[config.mk]
export PLATFORM = sky130hd
export DESIGN_NAME = e2q_front
export DESIGN_NICKNAME = d
export VERILOG_FILES = /design/src/hw/rtl/e2q_pkg.sv /design/src/hw/rtl/e2q_front.sv
export VERILOG_INCLUDE_DIRS = /design/src /design/src/hw/rtl
export SDC_FILE = /design/constraint.sdc
export NUM_CORES = 1
export LEC_CHECK = 0
export ABC_AREA = 1
export BUFFER_PORTS_ARGS = -buffer_cell sky130_fd_sc_hd__clkbuf_2
export CORE_AREA = 2 2 167 169
export CTS_BUF_LIST = sky130_fd_sc_hd__clkbuf_2 sky130_fd_sc_hd__clkbuf_4 sky130_fd_sc_hd__clkbuf_8
export DETAILED_ROUTE_END_ITERATION = 7
export DIE_AREA = 0 0 169 171
export MAX_ROUTING_LAYER = met4
export PLACE_DENSITY = 0.72
export SLEW_MARGIN = 20
export SYNTH_ARGS = -nofsm -noshare
export SYNTH_HDL_FRONTEND = slang
export SYNTH_SLANG_ARGS = --single-unit
export TNS_END_PERCENT = 30
[constraint.sdc]
create_clock -name clk -period 3.84 [get_ports clk]
set_input_delay 0.768 -clock clk [delete_from_list [all_inputs] [get_ports clk]]
set_output_delay 0.768 -clock clk [all_outputs]
set_load 0.01 [all_outputs]
[src/hw/rtl/assert_macros.svh]
// Assertion helper macros, clocked on clk with async reset disable.
`ifndef ASSERT_MACROS_SVH
`define ASSERT_MACROS_SVH
// Check that prop holds at every clock edge outside reset.
`define E2Q_ASSERT(label, prop, msg) \
	label: assert property (@(posedge clk) disable iff (!arst_n) (prop)) else $error(msg);
// Check that cond at one edge implies nxt at the following edge.
`define E2Q_ASSERT_NEXT(label, cond, nxt, msg) \
	label: assert property (@(posedge clk) disable iff (!arst_n) (cond) |=> (nxt)) \
		else $error(msg);
`endif

[src/hw/rtl/e2q_pkg.sv]
// ----------------------------------------------------------------------------
// e2q_pkg
// Types, constants and fixed-point helpers of the Euler to quaternion core.
// ----------------------------------------------------------------------------
package e2q_pkg;

	localparam int ANGLE_BITS   = 16;
	localparam int TRIG_STAGES  = 14;
	localparam int ATAN_ENTRIES = 24;
	localparam int WORK_FRAC    = 30;
	localparam int HALF_SHIFT   = WORK_FRAC - (ANGLE_BITS - 2);
	localparam int QUEUE_DEPTH  = 4;
	localparam int WW           = 34; // working width of Q.30 values

	localparam logic signed [WW-1:0] CORDIC_GAIN = 34'sd652032874;
	localparam logic signed [WW-1:0] Q30_PI      = 34'sd3373259426;
	localparam logic signed [WW-1:0] Q30_HALF_PI = 34'sd1686629713;
	localparam logic signed [18:0]   Q14_ONE     = 19'sd16384;

	typedef struct packed {
		logic signed [ANGLE_BITS-1:0] roll_angle;
		logic signed [ANGLE_BITS-1:0] pitch_angle;
		logic signed [ANGLE_BITS-1:0] yaw_angle;
	} angle_t;

	typedef struct packed {
		logic signed [15:0] quat_x;
		logic signed [15:0] quat_y;
		logic signed [15:0] quat_z;
		logic signed [15:0] quat_w;
	} quat_t;

	// reduced half angles and cosine sign flips, lane 0 roll, 1 pitch, 2 yaw
	typedef struct packed {
		logic signed [2:0][WW-1:0] z;
		logic [2:0]                flip;
	} front_item_t;

	function automatic logic signed [WW-1:0] atan_q30(input logic [4:0] i);
		logic signed [WW-1:0] r;
		case (i)
			5'd0:  r = 34'sd843314857;
			5'd1:  r = 34'sd497837830;
			5'd2:  r = 34'sd263043837;
			5'd3:  r = 34'sd133525159;
			5'd4:  r = 34'sd67021687;
			5'd5:  r = 34'sd33543516;
			5'd6:  r = 34'sd16775851;
			5'd7:  r = 34'sd8388437;
			5'd8:  r = 34'sd4194283;
			5'd9:  r = 34'sd2097149;
			default: r = (i < 5'd24) ? (34'sd1 <<< (5'd30 - i)) : 34'sd0;
		endcase
		return r;
	endfunction

	// Q.30 product rounded half up
	function automatic logic signed [WW-1:0] mul_q30(input logic signed [WW-1:0] a,
			input logic signed [WW-1:0] b);
		logic signed [2*WW-1:0] p;
		p = (a * b) + (68'sd1 <<< (WORK_FRAC - 1));
		p = p >>> WORK_FRAC;
		return p[WW-1:0];
	endfunction

	// Q.30 sum to saturated Q1.14
	function automatic logic signed [15:0] to_q14(input logic signed [WW:0] v);
		logic signed [WW:0] t;
		logic signed [18:0] q;
		t = (v + (35'sd1 <<< (WORK_FRAC - 15))) >>> (WORK_FRAC - 14);
		q = t[18:0];
		if (q > Q14_ONE)
			q = Q14_ONE;
		else if (q < -Q14_ONE)
			q = -Q14_ONE;
		return q[15:0];
	endfunction

endpackage

[src/hw/rtl/e2q_front.sv]
// ----------------------------------------------------------------------------
// e2q_front
// Halves and range-reduces the angles and queues them for the back end.
// ----------------------------------------------------------------------------
`include "assert_macros.svh"
module e2q_front (
	input  logic                  clk,
	input  logic                  arst_n,
	input  logic                  angle_valid,
	output logic                  angle_stall,
	input  e2q_pkg::angle_t       angle,
	input  logic                  pop,
	output logic                  avail,
	output e2q_pkg::front_item_t  head
);
	localparam int D  = e2q_pkg::QUEUE_DEPTH;
	localparam int AW = $clog2(D);

	e2q_pkg::front_item_t mem_q [D];
	e2q_pkg::front_item_t item;
	logic [AW-1:0] wr_q, rd_q;
	logic [AW:0]   cnt_q;
	logic          push;
	logic signed [e2q_pkg::ANGLE_BITS-1:0] raw [3];

	assign raw[0] = angle.roll_angle;
	assign raw[1] = angle.pitch_angle;
	assign raw[2] = angle.yaw_angle;

	always_comb begin
		logic signed [e2q_pkg::WW-1:0] h;
		item = '0;
		for (int l = 0; l < 3; l++) begin
			h = e2q_pkg::WW'(raw[l]) <<< e2q_pkg::HALF_SHIFT;
			if (h > e2q_pkg::Q30_HALF_PI) begin
				item.z[l] = e2q_pkg::Q30_PI - h;
				item.flip[l] = 1'b1;
			end else if (h < -e2q_pkg::Q30_HALF_PI) begin
				item.z[l] = -e2q_pkg::Q30_PI - h;
				item.flip[l] = 1'b1;
			end else begin
				item.z[l] = h;
				item.flip[l] = 1'b0;
			end
		end
	end

	assign angle_stall = (cnt_q == (AW+1)'(D));
	assign push  = angle_valid && !angle_stall;
	assign avail = (cnt_q != '0);
	assign head  = mem_q[rd_q];

	always_ff @(posedge clk) begin
		if (push)
			mem_q[wr_q] <= item;
	end

	always_ff @(posedge clk or negedge arst_n) begin
		if (!arst_n) begin
			wr_q  <= '0;
			rd_q  <= '0;
			cnt_q <= '0;
		end else begin
			if (push)
				wr_q <= wr_q + 1'b1;
			if (pop && avail)
				rd_q <= rd_q + 1'b1;
			cnt_q <= cnt_q + (AW+1)'(push) - (AW+1)'(pop && avail);
		end
	end

	`E2Q_ASSERT(a_cnt_bound, cnt_q <= (AW+1)'(D), "queue count above depth")
	`E2Q_ASSERT_NEXT(a_empty_next, cnt_q == '0 && !push, cnt_q == '0, "queue filled with no push")
	`E2Q_ASSERT_NEXT(a_pop_dec, cnt_q == (AW+1)'(1) && pop && !push, !avail,
		"queue not empty after last pop")
endmodule

# [After elaboration in Yosys (flattened, before gate mapping)]
# Memory sizes are Yosys's and may differ from the RTL's.
# Index checks and enable logic that the tools add are counted.
[word_totals] regBits=7 ram_bits=420 input_bits=52 word_cells=39 n_memories=1
[op_classes] addsub=10 magnitude_cmp=6 n_eq_ne=1 mux=14 reduce_logical=4
[mem_list] name="mem_q" depth=4 word_bits=105 rd=1 rd_ports_with_merged_regs=0 write_ports=1 line_no="e2q_front.sv:19" rtl="e2q_pkg::front_item_t mem_q [D];"
[op_table] op="$mux 34" n=6
[op_table] op="$sub 33x32->34 const A" n=6
[op_table] op="$gt 32x32->1 const B" n=3
[op_table] op="$lt 32x32->1 const B" n=3
[op_table] op="$mux 1" n=8
[op_table] op="$add 2x1->2 const B" n=2
[op_table] op="$add 3x1->3" n=1
[op_table] op="$eq 3x3->1 const B" n=1
[op_table] op="$reduce_bool 3->1" n=1
[op_table] op="$sub 3x1->3" n=1
[op_table] op="$logic_and 1x1->1" n=2
[op_table] op="$logic_not 1->1" n=1

# [Logic depth before layout (Yosys ltp)]
# Gate-level depths: netlist (run 1).
[depth] word_depth=5 depth_mapped=16 ltp_nobuf=15

# [Worst setup path before layout (run 1)]
# Ideal clock, no wire load.
[synth_path] path_type="input port to flip-flop" start="input angle_valid" end="memory mem_q[0][100] in the netlist's numbering, enable pin" setup_time_ns=0.484 arrival_time_ns=3.515 required_time_ns=3.356 setup_slack_ns=-0.160 cell_stages=2 n_path_buf=0 cell_sequence="o21ai_2 nor2_1"
[synth_between] elab_chain_cells=3
[synth_rtl] item="start, declared" line_no="e2q_front.sv:9" rtl="input logic angle_valid,"
[synth_rtl] item="$logic_and 1x1->1" line_no="e2q_front.sv:49" rtl="assign push = angle_valid && !angle_stall;"
[synth_rtl] item="$mux 1" line_no="e2q_front.sv:54" rtl="if (push)"
[synth_rtl] item="$mux 1 (not written as such)" line_no="e2q_front.sv:55" rtl="mem_q[wr_q] <= item;"
[synth_rtl] item="end, declared" line_no="e2q_front.sv:19"
# No other way between the ends.

==> results by group, run 1 <==
Run status
  • Status: complete, no violations

Timing
  • Actual slew at the worst max-slew pin: 0.640 ns
  • Final hold violations: 0
  • Setup WS post-layout: 0.513 ns
  • Fin Setup TNS: 0 ns
  • Period minus WS final: approximately 3.3 ns
  • Final worst-path cycle share: 86.6%
  • Max Fclk: 301 MHz
  • Final setup fails: 0
  • Unrepaired setup endpoints after global routing: false
  • Skew final: 0.0216 ns
  • Final Max Tran Viols: 0
  • Slew headroom: 57.3%
  • WHS: 0.0719 ns

Route
  • Routed Antenna Nets: 0
  • DR pass1 iterations: 5
  • Routed vias: 9971
  • Starting DRT DRC Count: ~700
  • DRC Markers: 0
  • Routed WL per cell: 16.0 microns
  • Vias per cell: 5.33
  • Final WL: 30000 microns

Clocking
  • CTS resizes: 0
  • Clk_lat worst skew: 0.52 ns
  • CTS Root Cell: clkbuf_8
  • Setup Buffers After CTS: 0
  • Clk slew on worst S/H paths: about 0.070 ns
  • CTS Buf Count: 42
  • Clock buffer depth: 3
  • CTS tree: done
  • Clock sinks: 259
  • CTS H-tree depth: 2
  • Hold buffer count at CTS: 0

Critical path
  • Crit end category: output pin
  • CP max stage delay: around 0.8 ns
  • CP arrival: ~2.6 ns
  • Worst-path cell chain: buf_12 > o21ai_0 > o22ai_1 > clkbuf_2
  • Delay-heaviest family, CP: flip-flops
  • WS Path Type: flip-flop to output pin
  • CP bufs+invs: 2
  • Worst-path fanout max: 78
  • Startpoint Class: flip-flop
  • CP required: 3.07 ns
  • Worst path slowest cell: dfrtp_4

Synth
  • Mapped Cells: 1378
  • Post-Synthesis Cell Area: approximately 0.013 sq mm
  • Seq/Total Area, Yosys: between 50% and 60%
  • EDFF count, synth: 252
  • Async set-reset flop share out of synthesis: under 10%
  • Ys Warns: 0
  • Post-Syn Area per Cell: roughly 9.6 sq um
  • Flops & latches, synth: between 200 and 300
  • Yosys cell types: between 40 and 50
  • Main synth FF type: edfxtp_1

Power
  • Clock share of power: 21.6%
  • Cell Int Power: 6.40 mW
  • Sw Pwr: 3.97 mW
  • Sequential Power Share: 39.4%
  • Switching part of the total: 38.3%
  • VDD IR max: about 0.38 mV
  • Lkg Pwr: 6.02 nW
  • Pwr/cell area: between 600 and 700 mW/mm^2
  • Gate power share: 39.0%

Floorplanning
  • Placement Rows: 61
  • Core ar.: 0.0273 sq mm
  • Die ar.: 0.0289 sq mm
  • Die Y: about 170 microns
  • Die Width: approximately 170 microns
  • Initial Util: 48.6%
  • # IOs: 159

Hold path
  • Hold Crit Class: input port to asynchronous set/reset pin

Layout
  • Layout cells sized above 1: approximately a fifth
  • Commonest non-fill, non-tap cells in the layout: 308 x nand2_1, 252 x edfxtp_1, 189 x nor2_1
  • Post-Layout Cell Count: between 1500 and 2000
  • ANT cells: 0
  • Synthesis-to-layout area growth: 12.1%
  • Fill count: 2448
  • Register area: 0.00775 sq mm
  • Final core occ: between 50% and 60%
  • Most common cell after layout, fill and taps aside: nand2_1
  • Net count, final: 1565
  • Area of the multi-input gates: roughly 0.0046 sq mm

Place
  • DP HPWL: around 20000 microns
  • Inst Count DP: roughly 1800
  • Post-place setup slack: 0.549 ns
  • Final GP Congestion: 0.949
  • Port Buffers: roughly 160

Run
  • MaxCap Viol Count: 0

GRT
  • Grt total ovfl: 0
  • Largest net degree at the start of global routing: 79
  • GRT Overall Usage: 21.2%
  • Initial antenna violation count: 0
  • First-pass GRT wire length: 47600 microns
  • Vias in the first global route: between 9000 and 10000
area by class of cell:
class | instances | area share, %
clock buffer | 60 | 4.92
clock inverter | 18 | 0.529
inverter | 87 | 2.25
multi-input combinational | 928 | 30.7
sequential | 259 | 52.0
tap | 346 | 2.91
timing repair buffer | 173 | 6.62
power groups by stage:
| stage | Sequential (mW) | Clock [mW] | Combinational, mW |
|---|---|---|---|
| 2_1_floorplan | 4.02 | 0 | 2.89 |
| 3_3_place_gp | 4.12 | 0 | 4.04 |
| 3_5_place_dp | 4.14 | 0 | 4.10 |
| 4_1_cts | 4.09 | 2.30 | 4.11 |
| 5_1_grt | 4.14 | 2.42 | 4.50 |
| 6_report | 4.08 | 2.24 | 4.04 |
per-stage QoR:
| step | cell area [sq um] | power (mW) |
|---|---|---|
| 2_1_floorplan | 13300 | 6.91 |
| 3_3_place_gp | 14100 | 8.17 |
| 3_5_place_dp | 14100 | 8.23 |
| 4_1_cts | 14900 | 10.5 |
| 5_1_grt | 14900 | 11.1 |
| 6_report | 14900 | 10.4 |
worst paths after layout:
kind,cells past startpoint,end,from,slack (ns)
min in group clk,1,cnt_q[0]$_DFF_PN0_,cnt_q[0]$_DFF_PN0_,0.60
worst max register to register,8,cnt_q[2]$_DFF_PN0_,cnt_q[1]$_DFF_PN0_,1.63
max in group asynchronous,1,rd_q[1]$_DFFE_PN0P_,arst_n,3.57
worst min register to register,1,cnt_q[0]$_DFF_PN0_,cnt_q[0]$_DFF_PN0_,0.60
worst max-delay path,4,head[47],rd_q[0]$_DFFE_PN0P_,0.51
worst min-delay path,1,wr_q[0]$_DFFE_PN0P_,arst_n,0.07
synthesized netlist by cell type, types with 8 or more instances:
cell	number	area share (%)
buf_4	46	2.6
xor2_1	28	1.8
nand3_1	61	2.3
nor2_1	193	5.5
nand4_1	16	0.75
o21ai_0	158	6.0
edfxtp_1	252	57
inv_2	12	0.34
inv_1	69	1.9
o21ai_1	8	0.30
clkbuf_1	33	0.93
buf_2	13	0.49
o211ai_1	10	0.57
o22ai_1	63	3.0
nand2_1	308	8.7
ha_1	21	2.0
a21oi_1	18	0.68
worst reg2reg max path, delay by kind of cell (launching register included):
| family | cells | cell delay, ns |
|---|---|---|
| xor+xnor | 1 | 0.13 |
| fa+ha+maj | 3 | 0.80 |
| simple gates | 1 | 0.10 |
| flops | 1 | 0.40 |
| buf+inv | 2 | 0.15 |
| compound gates | 1 | 0.52 |
logic make-up (layout without fill, tap and decap cells):
family | after synthesis | in the layout | synth area share, %
buffers and inverters | 193 | 338 | 7.54
adders and majority gates | 22 | 22 | 2.13
other | 1 | 3 | 0.0282
DFF | 259 | 259 | 58.3
AOI/OAI and AO/OA | 270 | 270 | 11.3
xor gates and xnor gates | 32 | 32 | 2.11
and+or+nand+nor | 601 | 601 | 18.6
layer usage:
| layer | GRT usage [%] | share of wire [%] | up-vias |
|---|---|---|---|
| met5 | - | 0 | - |
| met4 | 6.47 | 2.7 | 0 |
| met3 | 3.91 | 5.9 | 58 |
| met2 | 35.3 | 49 | 271 |
| met1 | 26.6 | 43 | 4703 |
| li1 | - | - | 4939 |
state kept, by name (all words and copies together) (netlist names):
name   cells
cnt_q      3
rd_q       2
wr_q       2
mem_q    252
Note: power is estimated with default switching activity, not from simulation.
==> inputs of run 2 (changes only) <==
--- a/config.mk
+++ b/config.mk
@@ -12,8 +12,7 @@
 export CTS_BUF_LIST = sky130_fd_sc_hd__clkbuf_2 sky130_fd_sc_hd__clkbuf_4 sky130_fd_sc_hd__clkbuf_8
 export DETAILED_ROUTE_END_ITERATION = 7
 export DIE_AREA = 0 0 169 171
-export MAX_ROUTING_LAYER = met4
-export PLACE_DENSITY = 0.72
+export PLACE_DENSITY = 0.84
 export SLEW_MARGIN = 20
 export SYNTH_ARGS = -nofsm -noshare
 export SYNTH_HDL_FRONTEND = slang
==> run 2 against run 1 <==
Compared with the run above:
- flip-flop and latch count is the same
- critical path depth is 1 higher
- largest power group is now combinational logic
- register-to-register slack got worse by 0.07 ns
- sequential power shrank 1%
- power down 0.44%
==> results by group, run 2 (synthesized netlist as in run 1, its figures left out) <==
Floorplanning
  • Die Y: 171 microns (unchanged)
  • Initial Util: 48.6% (unchanged)
  • Die Width: 169 microns (unchanged)
  • # IOs: 159 (unchanged)
  • Core ar.: 0.0273 sq mm (unchanged)
  • Die ar.: 0.0289 sq mm (unchanged)
  • Placement Rows: 61 (unchanged)

Place
  • Post-place setup slack: 0.869 ns (was 0.549 ns)
  • Port Buffers: 155 (unchanged)
  • Post-place instance area: 0.0140 sq mm (was 0.0141 sq mm)
  • Inst Count DP: 1794 (was 1793)
  • Final GP Congestion: 0.906 (was 0.949)
  • DP HPWL: 19900 microns (was 19800 microns)

Timing
  • Period minus WS final: 3.46 ns (was 3.33 ns)
  • Final hold violations: 0 (unchanged)
  • Final setup fails: 0 (unchanged)
  • Setup WS post-layout: 0.377 ns (was 0.513 ns)
  • Unrepaired setup endpoints after global routing: false (unchanged)
  • Final Max Tran Viols: 0 (unchanged)
  • Actual slew at the worst max-slew pin: 0.685 ns (was 0.640 ns)
  • Fin Setup TNS: 0 ns (unchanged)
  • Max Fclk: 289 MHz (was 301 MHz)
  • Final worst-path cycle share: 90.2% (was 86.6%)
  • Slew headroom: 54.3% (was 57.3%)
  • Skew final: 0.0403 ns (was 0.0216 ns)

Layout
  • ANT cells: 0 (unchanged)
  • Most common cell after layout, fill and taps aside: nand2_1 (unchanged)
  • Net count, final: 1566 (was 1565)
  • Commonest non-fill, non-tap cells in the layout: 308 x nand2_1, 252 x edfxtp_1, 189 x nor2_1 (unchanged)
  • Synthesis-to-layout area growth: 11.5% (was 12.1%)
  • Max reg flops: 252 (unchanged)
  • Largest registers: mem_q: 252 flops, cnt_q: 3 flops (unchanged)
  • Largest Register: mem_q (unchanged)
  • Final instance area: 0.0148 sq mm (was 0.0149 sq mm)
  • Post-Layout Cell Count: 1863 (was 1871)
  • Layout cells sized above 1: 18.5% (was 18.9%)

Route
  • DR pass1 iterations: 5 (unchanged)
  • Final WL: 30200 microns (was 30000 microns)
  • Routed WL per cell: 16.2 microns (was 16.0 microns)
  • Routed vias: 10100 (was 9971)
  • DRC Markers: 0 (unchanged)
  • Routed Antenna Nets: 0 (unchanged)
  • Vias per cell: 5.42 (was 5.33)
  • Starting DRT DRC Count: 741 (was 681)

GRT
  • First-pass GRT wire length: 47900 microns (was 47600 microns)
  • Grt total ovfl: 0 (unchanged)
  • Vias in the first global route: 9432 (was 9396)
  • GRT Overall Usage: 20.8% (was 21.2%)
  • Initial antenna violation count: 0 (unchanged)
  • Largest net degree at the start of global routing: 127 (was 79)

Clocking
  • Clock sinks: 259 (unchanged)
  • CTS tree: done (unchanged)
  • CTS H-tree depth: 2 (unchanged)
  • Clock buffer depth: 3 (unchanged)
  • Clk_lat worst skew: 0.55 ns (was 0.52 ns)
  • Hold buffer count at CTS: 0 (unchanged)
  • Setup Buffers After CTS: 0 (unchanged)
  • CTS resizes: 0 (unchanged)
  • CTS Buf Count: 42 (unchanged)
  • CTS Root Cell: clkbuf_8 (unchanged)
  • Clk slew on worst S/H paths: 0.07 ns (about the same)

Power
  • Lkg Pwr: 5.98 nW (was 6.02 nW)
  • Pwr/cell area: 697 mW/mm^2 (about the same)
  • VDD IR max: 0.394 mV (was 0.376 mV)

Run
  • MaxCap Viol Count: 0 (unchanged)

Critical path
  • Worst-path cell chain: clkinv_2 > buf_12 > o21ai_0 > o22ai_1 > clkbuf_2 (was buf_12 > o21ai_0 > o22ai_1 > clkbuf_2)
  • CP required: 3.07 ns (about the same)
  • Crit end category: output pin (unchanged)
  • Worst path slowest cell: dfrtp_4 (unchanged)
  • Worst-path fanout max: 126 (was 78)
  • CP arrival: 2.69 ns (was 2.56 ns)
  • CP max stage delay: 0.70 ns (was 0.80 ns)
  • WS Path Type: flip-flop to output pin (unchanged)
  • R2R Setup Slk: 1.56 ns (was 1.63 ns)
  • Startpoint Class: flip-flop (unchanged)

Hold path
  • Hold Crit Class: input port to asynchronous set/reset pin (unchanged)

Run status
  • Status: complete, no violations (unchanged)
run 2: path summary, 6_finish.rpt:
kind,cells past startpoint,endpoint,from
setup / recovery,5,head[12],rd_q[0]$_DFFE_PN0P_
hold reg to reg,1,cnt_q[0]$_DFF_PN0_,cnt_q[0]$_DFF_PN0_
min in group clk,1,cnt_q[0]$_DFF_PN0_,cnt_q[0]$_DFF_PN0_
setup reg to reg,8,cnt_q[2]$_DFF_PN0_,cnt_q[1]$_DFF_PN0_
hold / removal,1,cnt_q[2]$_DFF_PN0_,arst_n
max in group asynchronous,1,rd_q[1]$_DFFE_PN0P_,arst_n
run 2: final cells by class:
type | count | area, sq um
multi-input cells | 928 | 4580
fillers | 2439 | 12500
clock buffers | 50 | 638
well taps | 346 | 433
inverters | 87 | 335
clock inverters | 19 | 141
repair buffers | 174 | 943
flip-flops and latches | 259 | 7750
run 2: metrics by stage:
step	hold WS [ns]	utilization [%]	power [mW]
after floorplan	0.472	-	6.91
after global placement	0.570	51.4	8.06
after detailed placement	0.582	51.4	8.20
after CTS	0.0216	54.2	10.4
after global routing	0.0333	54.2	11.0
final	0.0451	54.2	10.3
run 2: power breakdown:
part	switching, mW	leakage (nW)	internal, mW	total [mW]
clock network	1.00	0.403	1.23	2.23
registers	0.213	2.39	3.83	4.04
logic	2.75	3.19	1.30	4.05
total	3.97	5.98	6.36	10.3
run 2: layer usage:
metal	share of wire [%]	vias to the layer above	GRT usage, %
li1	-	4930	-
met2	50	310	35.9
met5	0	-	0
met4	2.6	0	7.51
met3	5.7	59	3.31
met1	42	4807	26.6
run 2: worst max-delay path, delay by kind of cell (launching register included):
| family | cells | cell delay (ns) |
|---|---|---|
| compound gates | 2 | 0.58 |
| buf+inv | 3 | 0.77 |
| flops | 1 | 0.70 |
==> inputs of run 3 (changes only) <==
--- a/config.mk
+++ b/config.mk
@@ -6,13 +6,13 @@
 export SDC_FILE = /design/constraint.sdc
 export NUM_CORES = 1
 export LEC_CHECK = 0
-export ABC_AREA = 1
+export ABC_AREA = 0
 export BUFFER_PORTS_ARGS = -buffer_cell sky130_fd_sc_hd__clkbuf_2
-export CORE_AREA = 2 2 167 169
+export CORE_AREA = 2 2 158 160
 export CTS_BUF_LIST = sky130_fd_sc_hd__clkbuf_2 sky130_fd_sc_hd__clkbuf_4 sky130_fd_sc_hd__clkbuf_8
 export DETAILED_ROUTE_END_ITERATION = 7
-export DIE_AREA = 0 0 169 171
-export PLACE_DENSITY = 0.84
+export DIE_AREA = 0 0 160 162
+export PLACE_DENSITY = 0.85
 export SLEW_MARGIN = 20
 export SYNTH_ARGS = -nofsm -noshare
 export SYNTH_HDL_FRONTEND = slang
==> run 3 against run 2 <==
Compared with the run above:
- register-to-register slack lost 0.15 ns
- synthesized cell count shrank 47%
- cell area shrank 8.2%
- core utilization grew 2.2 points
- sequential share of layout area grew 4.7 points
- final cell count shrank 34%
- power shrank 8.3%
- maximum frequency grew 6.6%
- combinational power shrank 18%
- flip-flop and latch count is the same
- clock power shrank 5%
- critical path type unchanged
- largest cell class unchanged
==> results by group, run 3 <==
Run status
  • Status: complete, no violations (unchanged)

Floorplanning
  • Die Width: 160 microns (was 169 microns)
  • Initial Util: 49.5% (was 48.6%)
  • Placement Rows: 57 (was 61)
  • Die ar.: 0.0259 sq mm (was 0.0289 sq mm)
  • Core ar.: 0.0241 sq mm (was 0.0273 sq mm)
  • # IOs: 159 (unchanged)
  • Die Y: 162 microns (was 171 microns)

Layout
  • Max reg flops: 252 (unchanged)
  • Net count, final: 944 (was 1566)
  • Register area: 0.00775 sq mm (unchanged)
  • Synthesis-to-layout area growth: 13.9% (was 11.5%)
  • ANT cells: 0 (unchanged)
  • Fill count: 1903 (was 2439)
  • Commonest non-fill, non-tap cells in the layout: 252 x edfxtp_1, 155 x clkbuf_2, 63 x mux4_2 (was 308 x nand2_1, 252 x edfxtp_1, 189 x nor2_1)
  • Largest Register: mem_q (unchanged)
  • Layout cells sized above 1: 34.5% (was 18.5%)
  • Most common cell after layout, fill and taps aside: edfxtp_1 (was nand2_1)
  • Largest registers: mem_q: 252 flops, cnt_q: 3 flops (unchanged)
  • Area of the multi-input gates: 0.00361 sq mm (was 0.00458 sq mm)
  • Post-Layout Cell Count: 1223 (was 1863)

Synth
  • Post-Syn Area per Cell: 16.2 sq um (was 9.64 sq um)
  • Most common library cells after synthesis: 252 x edfxtp_1, 63 x mux4_2, 43 x buf_4 (was 308 x nand2_1, 252 x edfxtp_1, 193 x nor2_1)
  • Synth area leader: edfxtp_1 (unchanged)
  • EDFF count, synth: 252 (unchanged)
  • Synth top area cells: edfxtp_1 63%, mux4_2 12%, buf_4 2.7%, ha_1 2.2%, xnor2_1 1.6% (was edfxtp_1 57%, nand2_1 8.7%, o21ai_0 6.0%, nor2_1 5.5%, o22ai_1 3.0%)
  • Ys Warns: 0 (unchanged)
  • Yosys cell types: 62 (was 42)
  • Yosys top cell area share: 63.4% (was 57.0%)
  • Flops & latches, synth: 259 (unchanged)
  • Post-Synthesis Cell Area: 0.0119 sq mm (was 0.0133 sq mm)
  • Async set-reset flop share out of synthesis: 2.70% (unchanged)
  • Mapped Cells: 737 (was 1378)
  • Seq/Total Area, Yosys: 64.9% (was 58.3%)
  • Most frequent cell after synthesis: edfxtp_1 (was nand2_1)
  • Main synth FF type: edfxtp_1 (unchanged)

Clocking
  • CTS resizes: 0 (unchanged)
  • Clk slew on worst S/H paths: 0.06 ns (was 0.07 ns)
  • CTS tree: done (unchanged)
  • Clk_lat worst skew: 0.52 ns (was 0.55 ns)
  • Setup Buffers After CTS: 0 (unchanged)
  • CTS H-tree depth: 2 (unchanged)
  • CTS Buf Count: 41 (was 42)
  • Clock buffer depth: 3 (unchanged)
  • Hold buffer count at CTS: 0 (unchanged)
  • Clock sinks: 259 (unchanged)
  • CTS Root Cell: clkbuf_8 (unchanged)

Critical path
  • Crit end category: output pin (unchanged)
  • Setup crit start: rd_q[0]$_DFFE_PN0P_ (unchanged)
  • Reg2reg start: cnt_q[2]$_DFF_PN0_ (was cnt_q[1]$_DFF_PN0_)
  • Worst-path fanout max: 29 (was 126)
  • CP required: 3.07 ns (about the same)
  • Startpoint Class: flip-flop (unchanged)
  • WS Path Type: flip-flop to output pin (unchanged)
  • CP arrival: 2.48 ns (was 2.69 ns)

Place
  • Inst Count DP: 1151 (was 1794)
  • Final GP Congestion: 0.891 (was 0.906)
  • DP HPWL: 15400 microns (was 19900 microns)
  • Port Buffers: 155 (unchanged)

Power
  • Pwr/cell area: 696 mW/mm^2 (was 697 mW/mm^2)
  • Lkg Pwr: 5.01 nW (was 5.98 nW)
  • VDD IR max: 0.484 mV (was 0.394 mV)

Route
  • DRC Markers: 0 (unchanged)
  • DR pass1 iterations: 5 (unchanged)
  • Routed Antenna Nets: 0 (unchanged)
  • Routed WL per cell: 18.9 microns (was 16.2 microns)
  • Final WL: 23100 microns (was 30200 microns)
  • Routed vias: 6836 (was 10100)
  • Starting DRT DRC Count: 490 (was 741)
  • Vias per cell: 5.59 (was 5.42)

Timing
  • Slew headroom: 51.4% (was 54.3%)
  • Max Fclk: 308 MHz (was 289 MHz)
  • Skew final: 0.0154 ns (was 0.0403 ns)
  • Period minus WS final: 3.25 ns (was 3.46 ns)
  • Actual slew at the worst max-slew pin: 0.720 ns (was 0.685 ns)
  • Unrepaired setup endpoints after global routing: false (unchanged)
  • Final setup fails: 0 (unchanged)
  • Final hold violations: 0 (unchanged)
  • Fin Setup TNS: 0 ns (unchanged)
  • Final Max Tran Viols: 0 (unchanged)
  • Final worst-path cycle share: 84.6% (was 90.2%)

GRT
  • Grt total ovfl: 0 (unchanged)
  • GRT Overall Usage: 18.0% (was 20.8%)
  • Largest net degree at the start of global routing: 65 (was 127)
  • First-pass GRT wire length: 36400 microns (was 47900 microns)
  • Vias in the first global route: 6816 (was 9432)
  • Initial antenna violation count: 0 (unchanged)

Hold path
  • Hold Crit Class: input port to asynchronous set/reset pin (unchanged)

Run
  • MaxCap Viol Count: 0 (unchanged)
-- run 3: cells by family (layout without fill, tap and decap cells) --
logic type                 Yosys count  count (layout)  synth area share (%)
muxes                               84              84                  13.7
and+or+nand+nor                    121             121                  5.27
AOI/OAI and AO/OA                   94              94                  5.66
other                                1               3                0.0314
buffers and inverters              113             273                  4.97
adders and majority gates           22              22                  2.37
DFF                                259             259                  64.9
xor gates and xnor gates            43              43                  3.16
-- run 3: final timing paths --
| check | end | slack (ns) | cells past startpoint |
|---|---|---|---|
| min in group clk | cnt_q[0]$_DFF_PN0_ | 0.57 | 1 |
| setup / recovery | head[78] | 0.59 | 3 |
| setup reg to reg | cnt_q[2]$_DFF_PN0_ | 1.41 | 9 |
| max in group asynchronous | rd_q[0]$_DFFE_PN0P_ | 3.57 | 1 |
| hold / removal | cnt_q[2]$_DFF_PN0_ | 0.08 | 1 |
| hold reg to reg | cnt_q[0]$_DFF_PN0_ | 0.57 | 1 |
-- run 3: worst max-delay path, cell delays in order (launching register included) --
cell and delay (ns):
dfrtp_4 0.81, buf_12 0.32, mux4_2 0.63, clkbuf_2 0.17
-- run 3: cell type report --
cell class	instances	area share (%)
clock inverter	20	0.653
sequential	259	57.0
multi-input combinational	367	26.6
clock buffer	52	4.85
timing repair buffer	171	7.14
inverter	30	0.828
tap	324	2.98
-- run 3: routing by layer --
| metal | wire length [microns] | global-route usage [%] | vias to the layer above |
|---|---|---|---|
| met1 | 9560 | 23.6 | 3435 |
| li1 | - | - | 3116 |
| met2 | 11700 | 31.0 | 235 |
| met4 | 586 | 5.94 | 0 |
| met3 | 1300 | 2.81 | 50 |
| met5 | 0 | 0 | - |
-- run 3: report_power, final --
part | internal, mW | switching, mW
clock network | 1.12 | 0.999
logic | 1.46 | 1.86
registers | 3.82 | 0.215
-- run 3: through the flow --
step | power, mW | util, % | hold WS (ns) | area [sq um] | setup slack [ns]
detailed placement | 7.48 | 53.3 | 0.549 | 12800 | 0.463
global route | 9.97 | 56.4 | 0.0637 | 13600 | 0.418
global placement | 7.39 | 53.3 | 0.524 | 12800 | 0.601
floorplan | 6.45 | - | 0.472 | 11900 | 0.513
CTS | 9.62 | 56.4 | 0.0551 | 13600 | 0.495
finish | 9.47 | 56.4 | 0.0755 | 13600 | 0.592
